===== config.mk =====
export PLATFORM = sky130hd
export DESIGN_NAME = box_grid_cell_cover_core_flat
export DESIGN_NICKNAME = d
export VERILOG_FILES = /design/src/rtl/bgc_pkg.sv /design/src/rtl/bgc_ifs.sv /design/src/rtl/bgc_div.sv /design/src/rtl/box_grid_cell_cover_core.sv /design/src/flat_wrapper.sv
export SDC_FILE = /design/constraint.sdc
export NUM_CORES = 2
export LEC_CHECK = 0
export BUFFER_PORTS_ARGS = -buffer_cell sky130_fd_sc_hd__buf_2
export CORE_MARGIN = 5
export CORE_UTILIZATION = 25
export DETAILED_ROUTE_END_ITERATION = 7
export PLACE_DENSITY = 0.39
export SYNTH_ARGS = -nofsm -noshare
export SYNTH_HDL_FRONTEND = slang
export SYNTH_SLANG_ARGS = --single-unit

===== constraint.sdc =====
create_clock -name clk -period 13 [get_ports clk]
set_input_delay 0.65 -clock clk [delete_from_list [all_inputs] [get_ports clk]]
set_output_delay 0.65 -clock clk [all_outputs]
set_load 0.03 [all_outputs]

===== src/rtl/bgc_pkg.sv =====
// shared types and constants for the box grid cell cover block
// no dependencies; used by the interfaces, the divider and the core

package bgc_pkg;

  localparam int BOX_W      = 32;  // corner coordinate width, signed
  localparam int PT_W       = 30;  // sample point width, unsigned
  localparam int SP_W       = 20;  // tile spacing width
  localparam int TILES_W    = 11;  // tile count width
  localparam int EPS_W      = 8;   // border margin width
  localparam int CFG_IDX_W  = 3;
  localparam int CFG_DATA_W = 20;
  localparam int DIV_W      = 31;  // dividend and quotient width
  localparam int DIV_STEP_W = 5;

  localparam logic [PT_W-1:0] PT_MAX = {PT_W{1'b1}};

  localparam logic [CFG_IDX_W-1:0] CFG_TILE_WIDTH   = 3'd0;
  localparam logic [CFG_IDX_W-1:0] CFG_TILE_HEIGHT  = 3'd1;
  localparam logic [CFG_IDX_W-1:0] CFG_TILES_ACROSS = 3'd2;
  localparam logic [CFG_IDX_W-1:0] CFG_TILES_DOWN   = 3'd3;
  localparam logic [CFG_IDX_W-1:0] CFG_EPSILON      = 3'd4;

  typedef struct packed {
    logic             start;
    logic [DIV_W-1:0] dividend;
    logic [SP_W-1:0]  divisor;
  } div_req_t;

  typedef struct packed {
    logic             done;
    logic [DIV_W-1:0] quotient;
  } div_rsp_t;

endpackage


===== src/rtl/bgc_ifs.sv =====
// channel interfaces for the box grid cell cover block
// depends on bgc_pkg for field widths

interface bgc_in_if;
  logic                                valid;
  logic                                ready;
  logic signed [bgc_pkg::BOX_W-1:0]    box_x_low;
  logic signed [bgc_pkg::BOX_W-1:0]    box_y_low;
  logic signed [bgc_pkg::BOX_W-1:0]    box_x_high;
  logic signed [bgc_pkg::BOX_W-1:0]    box_y_high;

  modport source (output valid, box_x_low, box_y_low, box_x_high, box_y_high,
                  input ready);
  modport sink (input valid, box_x_low, box_y_low, box_x_high, box_y_high,
                output ready);
endinterface

interface bgc_out_if;
  logic                      valid;
  logic                      ready;
  logic [bgc_pkg::PT_W-1:0]  point_x;
  logic [bgc_pkg::PT_W-1:0]  point_y;
  logic                      last_point;
  logic                      empty_box;
  logic                      span_clipped;

  modport source (output valid, point_x, point_y, last_point, empty_box, span_clipped,
                  input ready);
  modport sink (input valid, point_x, point_y, last_point, empty_box, span_clipped,
                output ready);
endinterface


===== src/rtl/bgc_div.sv =====
// iterative restoring divider, one quotient bit per cycle
// depends on bgc_pkg for the request and response structs

module bgc_div (
  input  logic              clk,
  input  logic              rst_n,
  input  bgc_pkg::div_req_t req,
  output bgc_pkg::div_rsp_t rsp
);

  logic                           busy_r;
  logic                           done_r;
  logic [bgc_pkg::DIV_STEP_W-1:0] step_r;
  logic [bgc_pkg::SP_W-1:0]       rem_r;
  logic [bgc_pkg::SP_W-1:0]       dvs_r;
  logic [bgc_pkg::DIV_W-1:0]      quo_r;

  logic [bgc_pkg::SP_W:0]         rem_sh;
  logic [bgc_pkg::SP_W:0]         rem_sub;
  logic                           ge;
  logic [bgc_pkg::SP_W-1:0]       rem_nxt;

  assign rem_sh  = {rem_r, quo_r[bgc_pkg::DIV_W-1]};
  assign ge      = rem_sh >= {1'b0, dvs_r};
  assign rem_sub = rem_sh - {1'b0, dvs_r};
  assign rem_nxt = ge ? rem_sub[bgc_pkg::SP_W-1:0] : rem_sh[bgc_pkg::SP_W-1:0];

  always_ff @(posedge clk) begin
    if (!rst_n) begin
      busy_r <= 1'b0;
      done_r <= 1'b0;
      step_r <= '0;
    end else if (req.start) begin
      busy_r <= 1'b1;
      done_r <= 1'b0;
      step_r <= '0;
      rem_r  <= '0;
      quo_r  <= req.dividend;
      dvs_r  <= req.divisor;
    end else if (busy_r) begin
      rem_r  <= rem_nxt;
      quo_r  <= {quo_r[bgc_pkg::DIV_W-2:0], ge};
      step_r <= step_r + bgc_pkg::DIV_STEP_W'(1);
      if (step_r == bgc_pkg::DIV_STEP_W'(bgc_pkg::DIV_W - 1)) begin
        busy_r <= 1'b0;
        done_r <= 1'b1;
      end
    end else begin
      done_r <= 1'b0;
    end
  end

  assign rsp.done     = done_r;
  assign rsp.quotient = quo_r;

endmodule


===== src/rtl/box_grid_cell_cover_core.sv =====
// box grid cell cover: clips a rectangle to the tiled plane and walks its cells
// depends on bgc_pkg, bgc_ifs (channel interfaces) and bgc_div
//
//   port      direction  contents
//   in_ch     sink       box_x_low, box_y_low, box_x_high, box_y_high (signed)
//   out_ch    source     point_x, point_y, last_point, empty_box, span_clipped
//   cfg_*     write      cfg_we, cfg_index, cfg_wdata (no read-back)
//
// one rectangle at a time: in_ch.ready is high only while the core is idle
// per axis: multiply, clip and shrink states, then two divisions on the shared
// divider (skipped for a collapsed axis); after both axes the words follow,
// one word per cycle while out_ch.ready holds
// an inverted or off-plane box skips straight to a single empty word
// synchronous active-low reset; control state cleared, payload registers are not

module box_grid_cell_cover_core #(
  parameter int MAX_SPAN = 8
) (
  input  logic                               clk,
  input  logic                               rst_n,
  bgc_in_if.sink                             in_ch,
  bgc_out_if.source                          out_ch,
  input  logic                               cfg_we,
  input  logic [bgc_pkg::CFG_IDX_W-1:0]      cfg_index,
  input  logic [bgc_pkg::CFG_DATA_W-1:0]     cfg_wdata
);

  localparam int CNT_W = $clog2(MAX_SPAN + 1);
  localparam int AW    = 34;  // working width for signed clip arithmetic

  typedef enum logic [2:0] {
    S_IDLE, S_MUL, S_CLIP, S_SPAN, S_DIVS, S_DIVE, S_LOAD, S_EMIT
  } state_t;

  // configuration registers
  logic [bgc_pkg::SP_W-1:0]    tile_width_r;
  logic [bgc_pkg::SP_W-1:0]    tile_height_r;
  logic [bgc_pkg::TILES_W-1:0] tiles_across_r;
  logic [bgc_pkg::TILES_W-1:0] tiles_down_r;
  logic [bgc_pkg::EPS_W-1:0]   epsilon_r;

  always_ff @(posedge clk) begin
    if (!rst_n) begin
      tile_width_r   <= bgc_pkg::SP_W'(256);
      tile_height_r  <= bgc_pkg::SP_W'(256);
      tiles_across_r <= bgc_pkg::TILES_W'(64);
      tiles_down_r   <= bgc_pkg::TILES_W'(64);
      epsilon_r      <= bgc_pkg::EPS_W'(1);
    end else if (cfg_we) begin
      case (cfg_index)
        bgc_pkg::CFG_TILE_WIDTH:   tile_width_r   <= cfg_wdata;
        bgc_pkg::CFG_TILE_HEIGHT:  tile_height_r  <= cfg_wdata;
        bgc_pkg::CFG_TILES_ACROSS: tiles_across_r <= cfg_wdata[bgc_pkg::TILES_W-1:0];
        bgc_pkg::CFG_TILES_DOWN:   tiles_down_r   <= cfg_wdata[bgc_pkg::TILES_W-1:0];
        bgc_pkg::CFG_EPSILON:      epsilon_r      <= cfg_wdata[bgc_pkg::EPS_W-1:0];
        default: ;  // unknown index, write dropped
      endcase
    end
  end

  // control and working registers
  state_t                          state_r;
  logic                            ax_r;        // 0 = x axis, 1 = y axis
  logic signed [bgc_pkg::BOX_W-1:0] bx_lo_r, by_lo_r, bx_hi_r, by_hi_r;
  logic [30:0]                     prod_r;      // spacing * tiles
  logic signed [AW-1:0]            lo_r, hi_r;  // clipped axis bounds
  logic [bgc_pkg::DIV_W-1:0]       e_r;         // shrunk end, second dividend
  logic [bgc_pkg::DIV_W-1:0]       qs_r;        // start / spacing
  logic [bgc_pkg::PT_W-1:0]        sx_r, sy_r;  // saturated axis start points
  logic [CNT_W-1:0]                cntx_r, cnty_r;
  logic                            clipped_r;
  logic                            empty_r;
  logic                            out_valid_r;

  // cell walk registers
  logic [bgc_pkg::PT_W-1:0]        row_start_x_r, cursor_x_r, cursor_y_r;
  logic [CNT_W-1:0]                cols_total_r, cols_left_r, rows_left_r;

  // zero spacing behaves as one
  logic [bgc_pkg::SP_W-1:0] sp_x, sp_y, sp_ax;
  logic [bgc_pkg::TILES_W-1:0] tiles_ax;
  assign sp_x     = (tile_width_r  == '0) ? bgc_pkg::SP_W'(1) : tile_width_r;
  assign sp_y     = (tile_height_r == '0) ? bgc_pkg::SP_W'(1) : tile_height_r;
  assign sp_ax    = ax_r ? sp_y : sp_x;
  assign tiles_ax = ax_r ? tiles_down_r : tiles_across_r;

  // plane extent product, registered before use
  logic [30:0] mul_full;
  assign mul_full = {11'b0, sp_ax} * {20'b0, tiles_ax};

  // clip stage, shared by both axes
  logic signed [AW-1:0] eps_s, pmax, lo_ext, hi_ext, lo_c, hi_c;
  logic                 lo_neg, lo_gt, hi_neg, hi_gt, off_plane;
  assign eps_s  = $signed({{(AW-bgc_pkg::EPS_W){1'b0}}, epsilon_r});
  assign pmax   = $signed({{(AW-31){1'b0}}, prod_r}) - eps_s;
  assign lo_ext = ax_r ? AW'(by_lo_r) : AW'(bx_lo_r);
  assign hi_ext = ax_r ? AW'(by_hi_r) : AW'(bx_hi_r);
  assign lo_neg = lo_ext[AW-1];
  assign hi_neg = hi_ext[AW-1];
  assign lo_gt  = lo_ext > pmax;
  assign hi_gt  = hi_ext > pmax;
  // the off-plane test on each bound applies only where that bound was not clamped
  assign off_plane = (!lo_neg && lo_gt) || (!hi_gt && hi_neg);
  assign lo_c   = lo_neg ? '0 : lo_ext;
  assign hi_c   = hi_gt ? pmax : hi_ext;

  // shrink stage: start, end, collapse to midpoint
  logic signed [AW-1:0] s_v, e_v, sum_v, mid_v, start_v;
  logic                 collapse;
  assign s_v      = lo_r + eps_s;
  assign e_v      = hi_r - eps_s;
  assign collapse = e_v < s_v;
  assign sum_v    = lo_r + hi_r;
  assign mid_v    = sum_v >>> 1;  // floor toward minus infinity
  assign start_v  = collapse ? mid_v : s_v;

  function automatic logic [bgc_pkg::PT_W-1:0] sat_pt(input logic signed [AW-1:0] v);
    if (v[AW-1])
      return '0;
    else if (v > $signed({{(AW-bgc_pkg::PT_W){1'b0}}, bgc_pkg::PT_MAX}))
      return bgc_pkg::PT_MAX;
    else
      return v[bgc_pkg::PT_W-1:0];
  endfunction

  // shared divider
  bgc_pkg::div_req_t div_req;
  bgc_pkg::div_rsp_t div_rsp;

  always_comb begin
    div_req.start    = 1'b0;
    div_req.dividend = s_v[bgc_pkg::DIV_W-1:0];
    div_req.divisor  = sp_ax;
    if (state_r == S_SPAN && !collapse) begin
      div_req.start = 1'b1;
    end else if (state_r == S_DIVS && div_rsp.done) begin
      div_req.start    = 1'b1;
      div_req.dividend = e_r;
    end
  end

  bgc_div u_div (
    .clk   (clk),
    .rst_n (rst_n),
    .req   (div_req),
    .rsp   (div_rsp)
  );

  // cell count from the two quotients, saturated
  logic [bgc_pkg::DIV_W-1:0] q_diff;
  logic                      q_sat;
  logic [CNT_W-1:0]          cnt_v;
  assign q_diff = div_rsp.quotient - qs_r;
  assign q_sat  = q_diff >= bgc_pkg::DIV_W'(MAX_SPAN);
  assign cnt_v  = q_sat ? CNT_W'(MAX_SPAN) : CNT_W'(q_diff + bgc_pkg::DIV_W'(1));

  // stepping with saturation at the top of the point range
  logic [bgc_pkg::PT_W:0]   cx_add, cy_add;
  logic [bgc_pkg::PT_W-1:0] cx_step, cy_step;
  logic                     last_w;
  assign cx_add  = {1'b0, cursor_x_r} + {{(bgc_pkg::PT_W+1-bgc_pkg::SP_W){1'b0}}, sp_x};
  assign cy_add  = {1'b0, cursor_y_r} + {{(bgc_pkg::PT_W+1-bgc_pkg::SP_W){1'b0}}, sp_y};
  assign cx_step = cx_add[bgc_pkg::PT_W] ? bgc_pkg::PT_MAX : cx_add[bgc_pkg::PT_W-1:0];
  assign cy_step = cy_add[bgc_pkg::PT_W] ? bgc_pkg::PT_MAX : cy_add[bgc_pkg::PT_W-1:0];
  assign last_w  = (rows_left_r == CNT_W'(1)) && (cols_left_r == CNT_W'(1));

  logic in_fire, out_fire;
  assign in_fire  = in_ch.valid && in_ch.ready;
  assign out_fire = out_valid_r && out_ch.ready;

  always_ff @(posedge clk) begin
    if (!rst_n) begin
      state_r       <= S_IDLE;
      ax_r          <= 1'b0;
      out_valid_r   <= 1'b0;
      empty_r       <= 1'b0;
      clipped_r     <= 1'b0;
      row_start_x_r <= '0;
      cursor_x_r    <= '0;
      cursor_y_r    <= '0;
      cols_total_r  <= '0;
      cols_left_r   <= '0;
      rows_left_r   <= '0;
    end else begin
      case (state_r)
        S_IDLE: begin
          if (in_fire) begin
            bx_lo_r   <= in_ch.box_x_low;
            by_lo_r   <= in_ch.box_y_low;
            bx_hi_r   <= in_ch.box_x_high;
            by_hi_r   <= in_ch.box_y_high;
            ax_r      <= 1'b0;
            clipped_r <= 1'b0;
            if ((in_ch.box_x_low > in_ch.box_x_high) ||
                (in_ch.box_y_low > in_ch.box_y_high)) begin
              // inverted box: single empty word
              row_start_x_r <= '0;
              cursor_x_r    <= '0;
              cursor_y_r    <= '0;
              cols_total_r  <= CNT_W'(1);
              cols_left_r   <= CNT_W'(1);
              rows_left_r   <= CNT_W'(1);
              empty_r       <= 1'b1;
              out_valid_r   <= 1'b1;
              state_r       <= S_EMIT;
            end else begin
              state_r <= S_MUL;
            end
          end
        end
        S_MUL: begin
          prod_r  <= mul_full;
          state_r <= S_CLIP;
        end
        S_CLIP: begin
          if (off_plane) begin
            row_start_x_r <= '0;
            cursor_x_r    <= '0;
            cursor_y_r    <= '0;
            cols_total_r  <= CNT_W'(1);
            cols_left_r   <= CNT_W'(1);
            rows_left_r   <= CNT_W'(1);
            empty_r       <= 1'b1;
            clipped_r     <= 1'b0;
            out_valid_r   <= 1'b1;
            state_r       <= S_EMIT;
          end else begin
            lo_r    <= lo_c;
            hi_r    <= hi_c;
            state_r <= S_SPAN;
          end
        end
        S_SPAN: begin
          if (ax_r) sy_r <= sat_pt(start_v);
          else      sx_r <= sat_pt(start_v);
          if (collapse) begin
            // too narrow after shrink: one cell at the midpoint
            if (ax_r) begin
              cnty_r  <= CNT_W'(1);
              state_r <= S_LOAD;
            end else begin
              cntx_r  <= CNT_W'(1);
              ax_r    <= 1'b1;
              state_r <= S_MUL;
            end
          end else begin
            e_r     <= e_v[bgc_pkg::DIV_W-1:0];
            state_r <= S_DIVS;
          end
        end
        S_DIVS: begin
          if (div_rsp.done) begin
            qs_r    <= div_rsp.quotient;
            state_r <= S_DIVE;
          end
        end
        S_DIVE: begin
          if (div_rsp.done) begin
            if (q_sat) clipped_r <= 1'b1;
            if (ax_r) begin
              cnty_r  <= cnt_v;
              state_r <= S_LOAD;
            end else begin
              cntx_r  <= cnt_v;
              ax_r    <= 1'b1;
              state_r <= S_MUL;
            end
          end
        end
        S_LOAD: begin
          row_start_x_r <= sx_r;
          cursor_x_r    <= sx_r;
          cursor_y_r    <= sy_r;
          cols_total_r  <= cntx_r;
          cols_left_r   <= cntx_r;
          rows_left_r   <= cnty_r;
          empty_r       <= 1'b0;
          out_valid_r   <= 1'b1;
          state_r       <= S_EMIT;
        end
        S_EMIT: begin
          if (out_fire) begin
            if (last_w) begin
              out_valid_r <= 1'b0;
              state_r     <= S_IDLE;
            end else if (cols_left_r == CNT_W'(1)) begin
              // end of row: back to the row start, one spacing down
              cols_left_r <= cols_total_r;
              rows_left_r <= rows_left_r - CNT_W'(1);
              cursor_x_r  <= row_start_x_r;
              cursor_y_r  <= cy_step;
            end else begin
              cols_left_r <= cols_left_r - CNT_W'(1);
              cursor_x_r  <= cx_step;
            end
          end
        end
        default: state_r <= S_IDLE;
      endcase
    end
  end

  assign in_ch.ready         = (state_r == S_IDLE);
  assign out_ch.valid        = out_valid_r;
  assign out_ch.point_x      = cursor_x_r;
  assign out_ch.point_y      = cursor_y_r;
  assign out_ch.last_point   = last_w;
  assign out_ch.empty_box    = empty_r;
  assign out_ch.span_clipped = clipped_r;

endmodule

===== src/flat_wrapper.sv =====
// flat-port wrapper written by rule: the top's interface ports become plain ports
module box_grid_cell_cover_core_flat 
#(
  parameter int MAX_SPAN = 8
)
  (clk, rst_n, cfg_we, cfg_index, cfg_wdata, in_ch_valid, in_ch_box_x_low, in_ch_box_y_low, in_ch_box_x_high, in_ch_box_y_high, in_ch_ready, out_ch_valid, out_ch_point_x, out_ch_point_y, out_ch_last_point, out_ch_empty_box, out_ch_span_clipped, out_ch_ready);
  bgc_in_if in_ch_i ();
  bgc_out_if out_ch_i ();
  input  logic clk;
  input  logic rst_n;
  input  logic cfg_we;
  input  logic [bgc_pkg::CFG_IDX_W-1:0] cfg_index;
  input  logic [bgc_pkg::CFG_DATA_W-1:0] cfg_wdata;
  input wire logic [$bits(in_ch_i.valid)-1:0] in_ch_valid;
  input wire logic [$bits(in_ch_i.box_x_low)-1:0] in_ch_box_x_low;
  input wire logic [$bits(in_ch_i.box_y_low)-1:0] in_ch_box_y_low;
  input wire logic [$bits(in_ch_i.box_x_high)-1:0] in_ch_box_x_high;
  input wire logic [$bits(in_ch_i.box_y_high)-1:0] in_ch_box_y_high;
  output wire logic [$bits(in_ch_i.ready)-1:0] in_ch_ready;
  output wire logic [$bits(out_ch_i.valid)-1:0] out_ch_valid;
  output wire logic [$bits(out_ch_i.point_x)-1:0] out_ch_point_x;
  output wire logic [$bits(out_ch_i.point_y)-1:0] out_ch_point_y;
  output wire logic [$bits(out_ch_i.last_point)-1:0] out_ch_last_point;
  output wire logic [$bits(out_ch_i.empty_box)-1:0] out_ch_empty_box;
  output wire logic [$bits(out_ch_i.span_clipped)-1:0] out_ch_span_clipped;
  input wire logic [$bits(out_ch_i.ready)-1:0] out_ch_ready;
  assign in_ch_i.valid = in_ch_valid;
  assign in_ch_i.box_x_low = in_ch_box_x_low;
  assign in_ch_i.box_y_low = in_ch_box_y_low;
  assign in_ch_i.box_x_high = in_ch_box_x_high;
  assign in_ch_i.box_y_high = in_ch_box_y_high;
  assign in_ch_ready = in_ch_i.ready;
  assign out_ch_valid = out_ch_i.valid;
  assign out_ch_point_x = out_ch_i.point_x;
  assign out_ch_point_y = out_ch_i.point_y;
  assign out_ch_last_point = out_ch_i.last_point;
  assign out_ch_empty_box = out_ch_i.empty_box;
  assign out_ch_span_clipped = out_ch_i.span_clipped;
  assign out_ch_i.ready = out_ch_ready;
  box_grid_cell_cover_core #(.MAX_SPAN(MAX_SPAN)) u_core (.clk(clk), .rst_n(rst_n), .in_ch(in_ch_i), .out_ch(out_ch_i), .cfg_we(cfg_we), .cfg_index(cfg_index), .cfg_wdata(cfg_wdata));
endmodule

==> Word-level counts from Yosys, hierarchy flattened <==
Cells that the tools add are included.
{ "word_totals": {"regBits": 614, "inputBits": 156, "out_inout_bits": 65, "elab_cells": 220} }
{ "op_classes": {"n_addsub": 12, "multipliers": 1, "magnitude_cmp": 8, "n_eq_ne": 29, "mux": 82, "bitwise_logic": 5, "n_reduce_logical": 47} }
{ "ops": {"columns": ["op", "n"], "rows": [
  ["$mux 30", 13],
  ["$pmux 30 s4", 2],
  ["$mux 34", 4],
  ["$mux 20", 5],
  ["$mux 31", 3],
  ["$pmux 30 s3", 1],
  ["$mux 4", 18],
  ["$gt 34x34->1", 2],
  ["$gt 32x32->1", 2],
  ["$add 30x20->31", 2],
  ["$logic_not 20->1", 2],
  ["$add 34x34->34", 1],
  ["$add 34x9->34", 1],
  ["$gt 34x31->1 const B", 1],
  ["$lt 34x34->1", 1],
  ["$sub 34x9->34", 1],
  ["$mux 32", 1],
  ["$pmux 4 s4", 2],
  ["$sub 31x8->32", 1],
  ["$ge 31x4->1 const B", 1],
  ["$mul 20x11->31", 1],
  ["$sub 31x31->31", 1],
  ["$mux 3", 9],
  ["$pmux 3 s8", 1],
  ["other kinds (34)", 108]
]} }

==> Depth between registers and ports, before layout <==
{ "logic_depth": {"ltp_word": 8, "ltp_mapped": 29, "depth_no_buf": 27} }

==> By module <==
From an unflattened synthesis, not the netlist that was laid out.
{ "hier_totals": {"cells_unflattened": 4607, "hier_area_um2": 43957.2} }
{ "modules_own_cells": {"columns": ["module", "n_inst", "cells_per_inst", "area_per_inst_um2", "seq_area_each_um2"], "rows": [
  ["box_grid_cell_cover_core", 1, 4256, 39684.3, 14183.6],
  ["bgc_div", 1, 351, 4272.8, 2272.2]
]} }

==> Least setup slack after synthesis <==
No wires, ideal clock.
{ "synth_timing": {"kind": "reg-to-reg", "from": "reg u_core.prod_r[0]", "to": "reg u_core.hi_r[0], enable pin", "setup_ps": 644, "arrival_ps": 10738, "t_required_ps": 12356, "path_slack_ps": 1618, "path_stages_with_launch": 24, "path_buffers": 0, "synth_period_minus_slack_ps": 11382, "cell_sequence": "edfxtp_1 inv_1 ha_1 inv_1 fa_1 a21o_1 a21oi_1 nor2b_1 o21a_1 o21a_1 o21a_1 or3_1 nor4_2 nand2_1 xor2_1 ha_1 o21ai_0 nor2_1 a2111oi_0 o2111ai_1 a211oi_1 mux2i_1 a21bo_2 nor4_1"} }
{ "synth_via": {"elab_chain_len": 7, "elab_cells_between_ends": 9, "cone_classes": "add/sub: 1; order compare: 2; bitwise: 1; reduce/logical: 5"} }
{ "synth_lines": {"columns": ["element", "line", "source"], "rows": [
  ["from (decl)", "box_grid_cell_cover_core.sv:65", "logic [30:0] prod_r;"],
  ["from (signal assigned)", "box_grid_cell_cover_core.sv:212", "prod_r <= mul_full;"],
  ["$sub 31x8->32 *", "box_grid_cell_cover_core.sv:95", "assign pmax = $signed({{(AW-31){1'b0}}, prod_r}) - eps_s;"],
  ["$gt 34x34->1", "box_grid_cell_cover_core.sv:101", "assign hi_gt = hi_ext > pmax;"],
  ["$logic_not 1->1", "box_grid_cell_cover_core.sv:103", "assign off_plane = (!lo_neg && lo_gt) || (!hi_gt && hi_neg);"],
  ["$logic_and 1x1->1", "box_grid_cell_cover_core.sv:103", null],
  ["$logic_or 1x1->1 *", "box_grid_cell_cover_core.sv:103", null],
  ["$not 1->1 (no source line) *", null, null],
  ["$reduce_and 3->1 (no source line) *", null, null],
  ["to (signal assigned)", "box_grid_cell_cover_core.sv:229", "hi_r <= hi_c;"],
  ["to (decl)", "box_grid_cell_cover_core.sv:66", "logic signed [AW-1:0] lo_r, hi_r;"]
]} }
Every way passes the cells marked *; elsewhere a longest branch is shown, timed or not.
A chain may end at the register's enable or synchronous reset.

==> metrics <==
CP Data Arrival Time 8.77 ns; Sw Share 35.3%; Syn Area/Cell 9.51 um^2; register bit total from synthesis 610; number of synthesized flops with an enable pin 424; CTS Buf Count 82; Slew headroom 4.20%; First-pass DRT Iterations 8; floorplan row count 153; Final Core Density 28.8%; Pleak 0.0201 uW; Vias/cell 4.82; clock latency on the worst-skew pair 0.70 ns; post-synth design cell area 43600 um^2; ratio of cells with drive above 1 in the final layout 10.5%; P_int 4080 uW; H-Tree Depth 3; Net Count, Synth 5294; Setup crit end kind flip-flop; fin crit period 8.35 ns; io pins 221; post-route cell area 50000 um^2; slowest CP cell o41ai_1; Initial Utilization 25.1%; fmax 120 MHz; GRT Total Usage 17.4%; worst-case clock skew 0.0375 ns; crit path buf inv count 4; Final nets 5451; global-route wire length before repair 237000 um; Critical Path Start Type flip-flop; Reg2Reg Setup Slack 4.65 ns; WL final 163000 um; clk slew on worst S/H paths 0.06 ns; WP data required 13.42 ns; Clock Power Share 35.7%; Final Power 6300 uW; Post-CTS Setup Bufs 0; wire per inst 22.8 um; commonest non-fill, non-tap cells in the layout nand2_1, inv_1, edfxtp_1; Worst-Margin Slew 1.40 ns; Gate power share 26.0%; outcome completed; die extent in x 428 um; total grt overflow 0; core area 174000 um^2; largest net degree at the start of global routing 75; ys async rst share 0%; PostCTS Resize Cnt 0; final period utilization 64.2%; Root Buffer clkbuf_16; RSZ-0062 raised after global routing no; cell mode on critical path fa_1; ys flop type edfxtp_1; via count 34400; commonest non-fill, non-tap cell in the layout nand2_1; share of power burned in registers 38.3%; Slew Viols, Final 0; CTS Sinks 610; largest vdd supply drop 0.0930 mV; CTS Hold Bufs 0; CTS tree yes; critical-path cell list nor4_1 > nand4_1 > o41ai_1 > mux2i_1 > inv_1 > nand2_1 > fa_1 > fa_1 > inv_1 > fa_1 > fa_1 > inv_1 > fa_1 > inv_1 > ha_1 > o21ai_0 > a21oi_1 > o41ai_1 > o22a_1 > a31oi_1 > or4_1 > a31o_2 > a21oi_1 > xnor2_1; setup_tns 0 ns; placed insts 6984; die footprint 183000 um^2; CP Class flip-flop to flip-flop; DRT iter0 DRCs 2453; Final Setup Violations 0; slowest stage delay, CP 0.92 ns; post-detail-place hpwl 129000 um; GPL Wtd Cong 0.872; die span in y 428 um; switching pwr 2220 uW; Max Cap Viol 0; Power Dens Cells 126 nW/um^2; ANT nets after route 0; Area Overhead vs Synth 14.7%; synth warn 0; Worst Hold Class input pin to flip-flop; vias in the first global route 34300; synth unique cells 94; # fillers 18300; Max FO, Critical Path 10; Area after DPL 47400 um^2; non-filler cells, final 7141; Final Hold Fails 0; Top delay family on crit path adder cells; DRC viols 0; antenna violations before repair 7; port bufs 220; Post-Syn Instances 4586; sequential fraction of the synthesis area 37.7%; Clock Tree Buf Depth 3
[cells by family (layout without fill, tap and decap cells)]
family / after synthesis / after routing / share of synthesized area (%)
flip-flops: 610 / 610 / 37.7
XOR/XNOR: 212 / 212 / 4.26
multiplexers: 185 / 185 / 4.41
adder cells (fa/ha/maj): 552 / 552 / 18.7
AO/OA/AOI/OAI: 1008 / 1008 / 14.7
other: 1 / 6 / 0.00860
AND/OR/NAND/NOR: 1380 / 1380 / 14.7
buffers and inverters: 638 / 863 / 5.53
[synthesized netlist by cell type, drive strengths merged, types with 58 or more instances]
cell type    n  area, um^2
nand2      520        1950
nor2b       78         488
mux2i      127        1270
dfxtp      186        3720
inv        443        1660
xor2        78         683
nand3      100         500
edfxtp     424       12700
clkbuf     161         606
mux2        58         653
nand4       58         363
nor2       354        1330
o21ai      203        1020
xnor2      134        1170
ha         383        4790
a21oi      341        1710
fa         169        3380
a21o        76         571
[metrics by stage]
stage               worst slack, ns  hold slack [ns]
finish                         4.65            0.152
global route                   4.12            0.109
CTS                            4.61           0.0792
detailed placement             4.65            0.434
global placement               4.65            0.432
floorplan                      1.62            0.420
[area by class of cell]
type / instances / area, um^2 / area share (%)
diodes: 5 / 12.5 / 0.0250
clock buffers: 102 / 2170 / 4.33
flip-flops and latches: 610 / 16500 / 32.9
clock inverters: 50 / 487 / 0.973
multi-input cells: 3338 / 24900 / 49.7
repair buffers: 264 / 1440 / 2.89
well taps: 2325 / 2910 / 5.82
inverters: 447 / 1680 / 3.36
[state kept, by name, indices dropped and copies added (netlist names), 31 cells and up]
| name | count |
|---|---|
| u_core.by_lo_r | 32 |
| u_core.hi_r | 32 |
| u_core.bx_hi_r | 32 |
| u_core.by_hi_r | 32 |
| u_core.prod_r | 31 |
| u_core.lo_r | 32 |
| u_core.u_div.quo_r | 31 |
| u_core.qs_r | 31 |
| u_core.e_r | 31 |
| u_core.bx_lo_r | 32 |
[worst paths after layout]
kind / startpoint / end / depth (start not counted)
min: in_ch_box_x_high[11] / u_core.bx_hi_r[11] / 1
max: u_core.tile_height_r[3] / u_core.prod_r[29] / 24
min reg2reg: u_core.cols_total_r[0] / u_core.cols_total_r[0] / 2
max reg2reg: u_core.tile_height_r[3] / u_core.prod_r[29] / 24
[power by group through the flow]
| stage | combinational (uW) | sequential, uW | clock (uW) |
|---|---|---|---|
| floorplan | 1030 | 2420 | 0 |
| global placement | 1640 | 2460 | 0 |
| detailed placement | 1650 | 2460 | 0 |
| CTS | 1660 | 2420 | 2320 |
| global route | 1790 | 2430 | 2400 |
| finish | 1640 | 2420 | 2250 |
[layer usage]
layer / part of all wire [%] / up-vias / global-route usage, % / wire length, um
li1: - / 16500 / - / -
met1: 46 / 17000 / 23.5 / 74900
met2: 48 / 745 / 29.5 / 77900
met3: 3.9 / 153 / 2.31 / 6370
met4: 2.2 / 4 / 4.33 / 3510
met5: 0.021 / - / 0 / 34
Power figures use the tool's default switching activity.
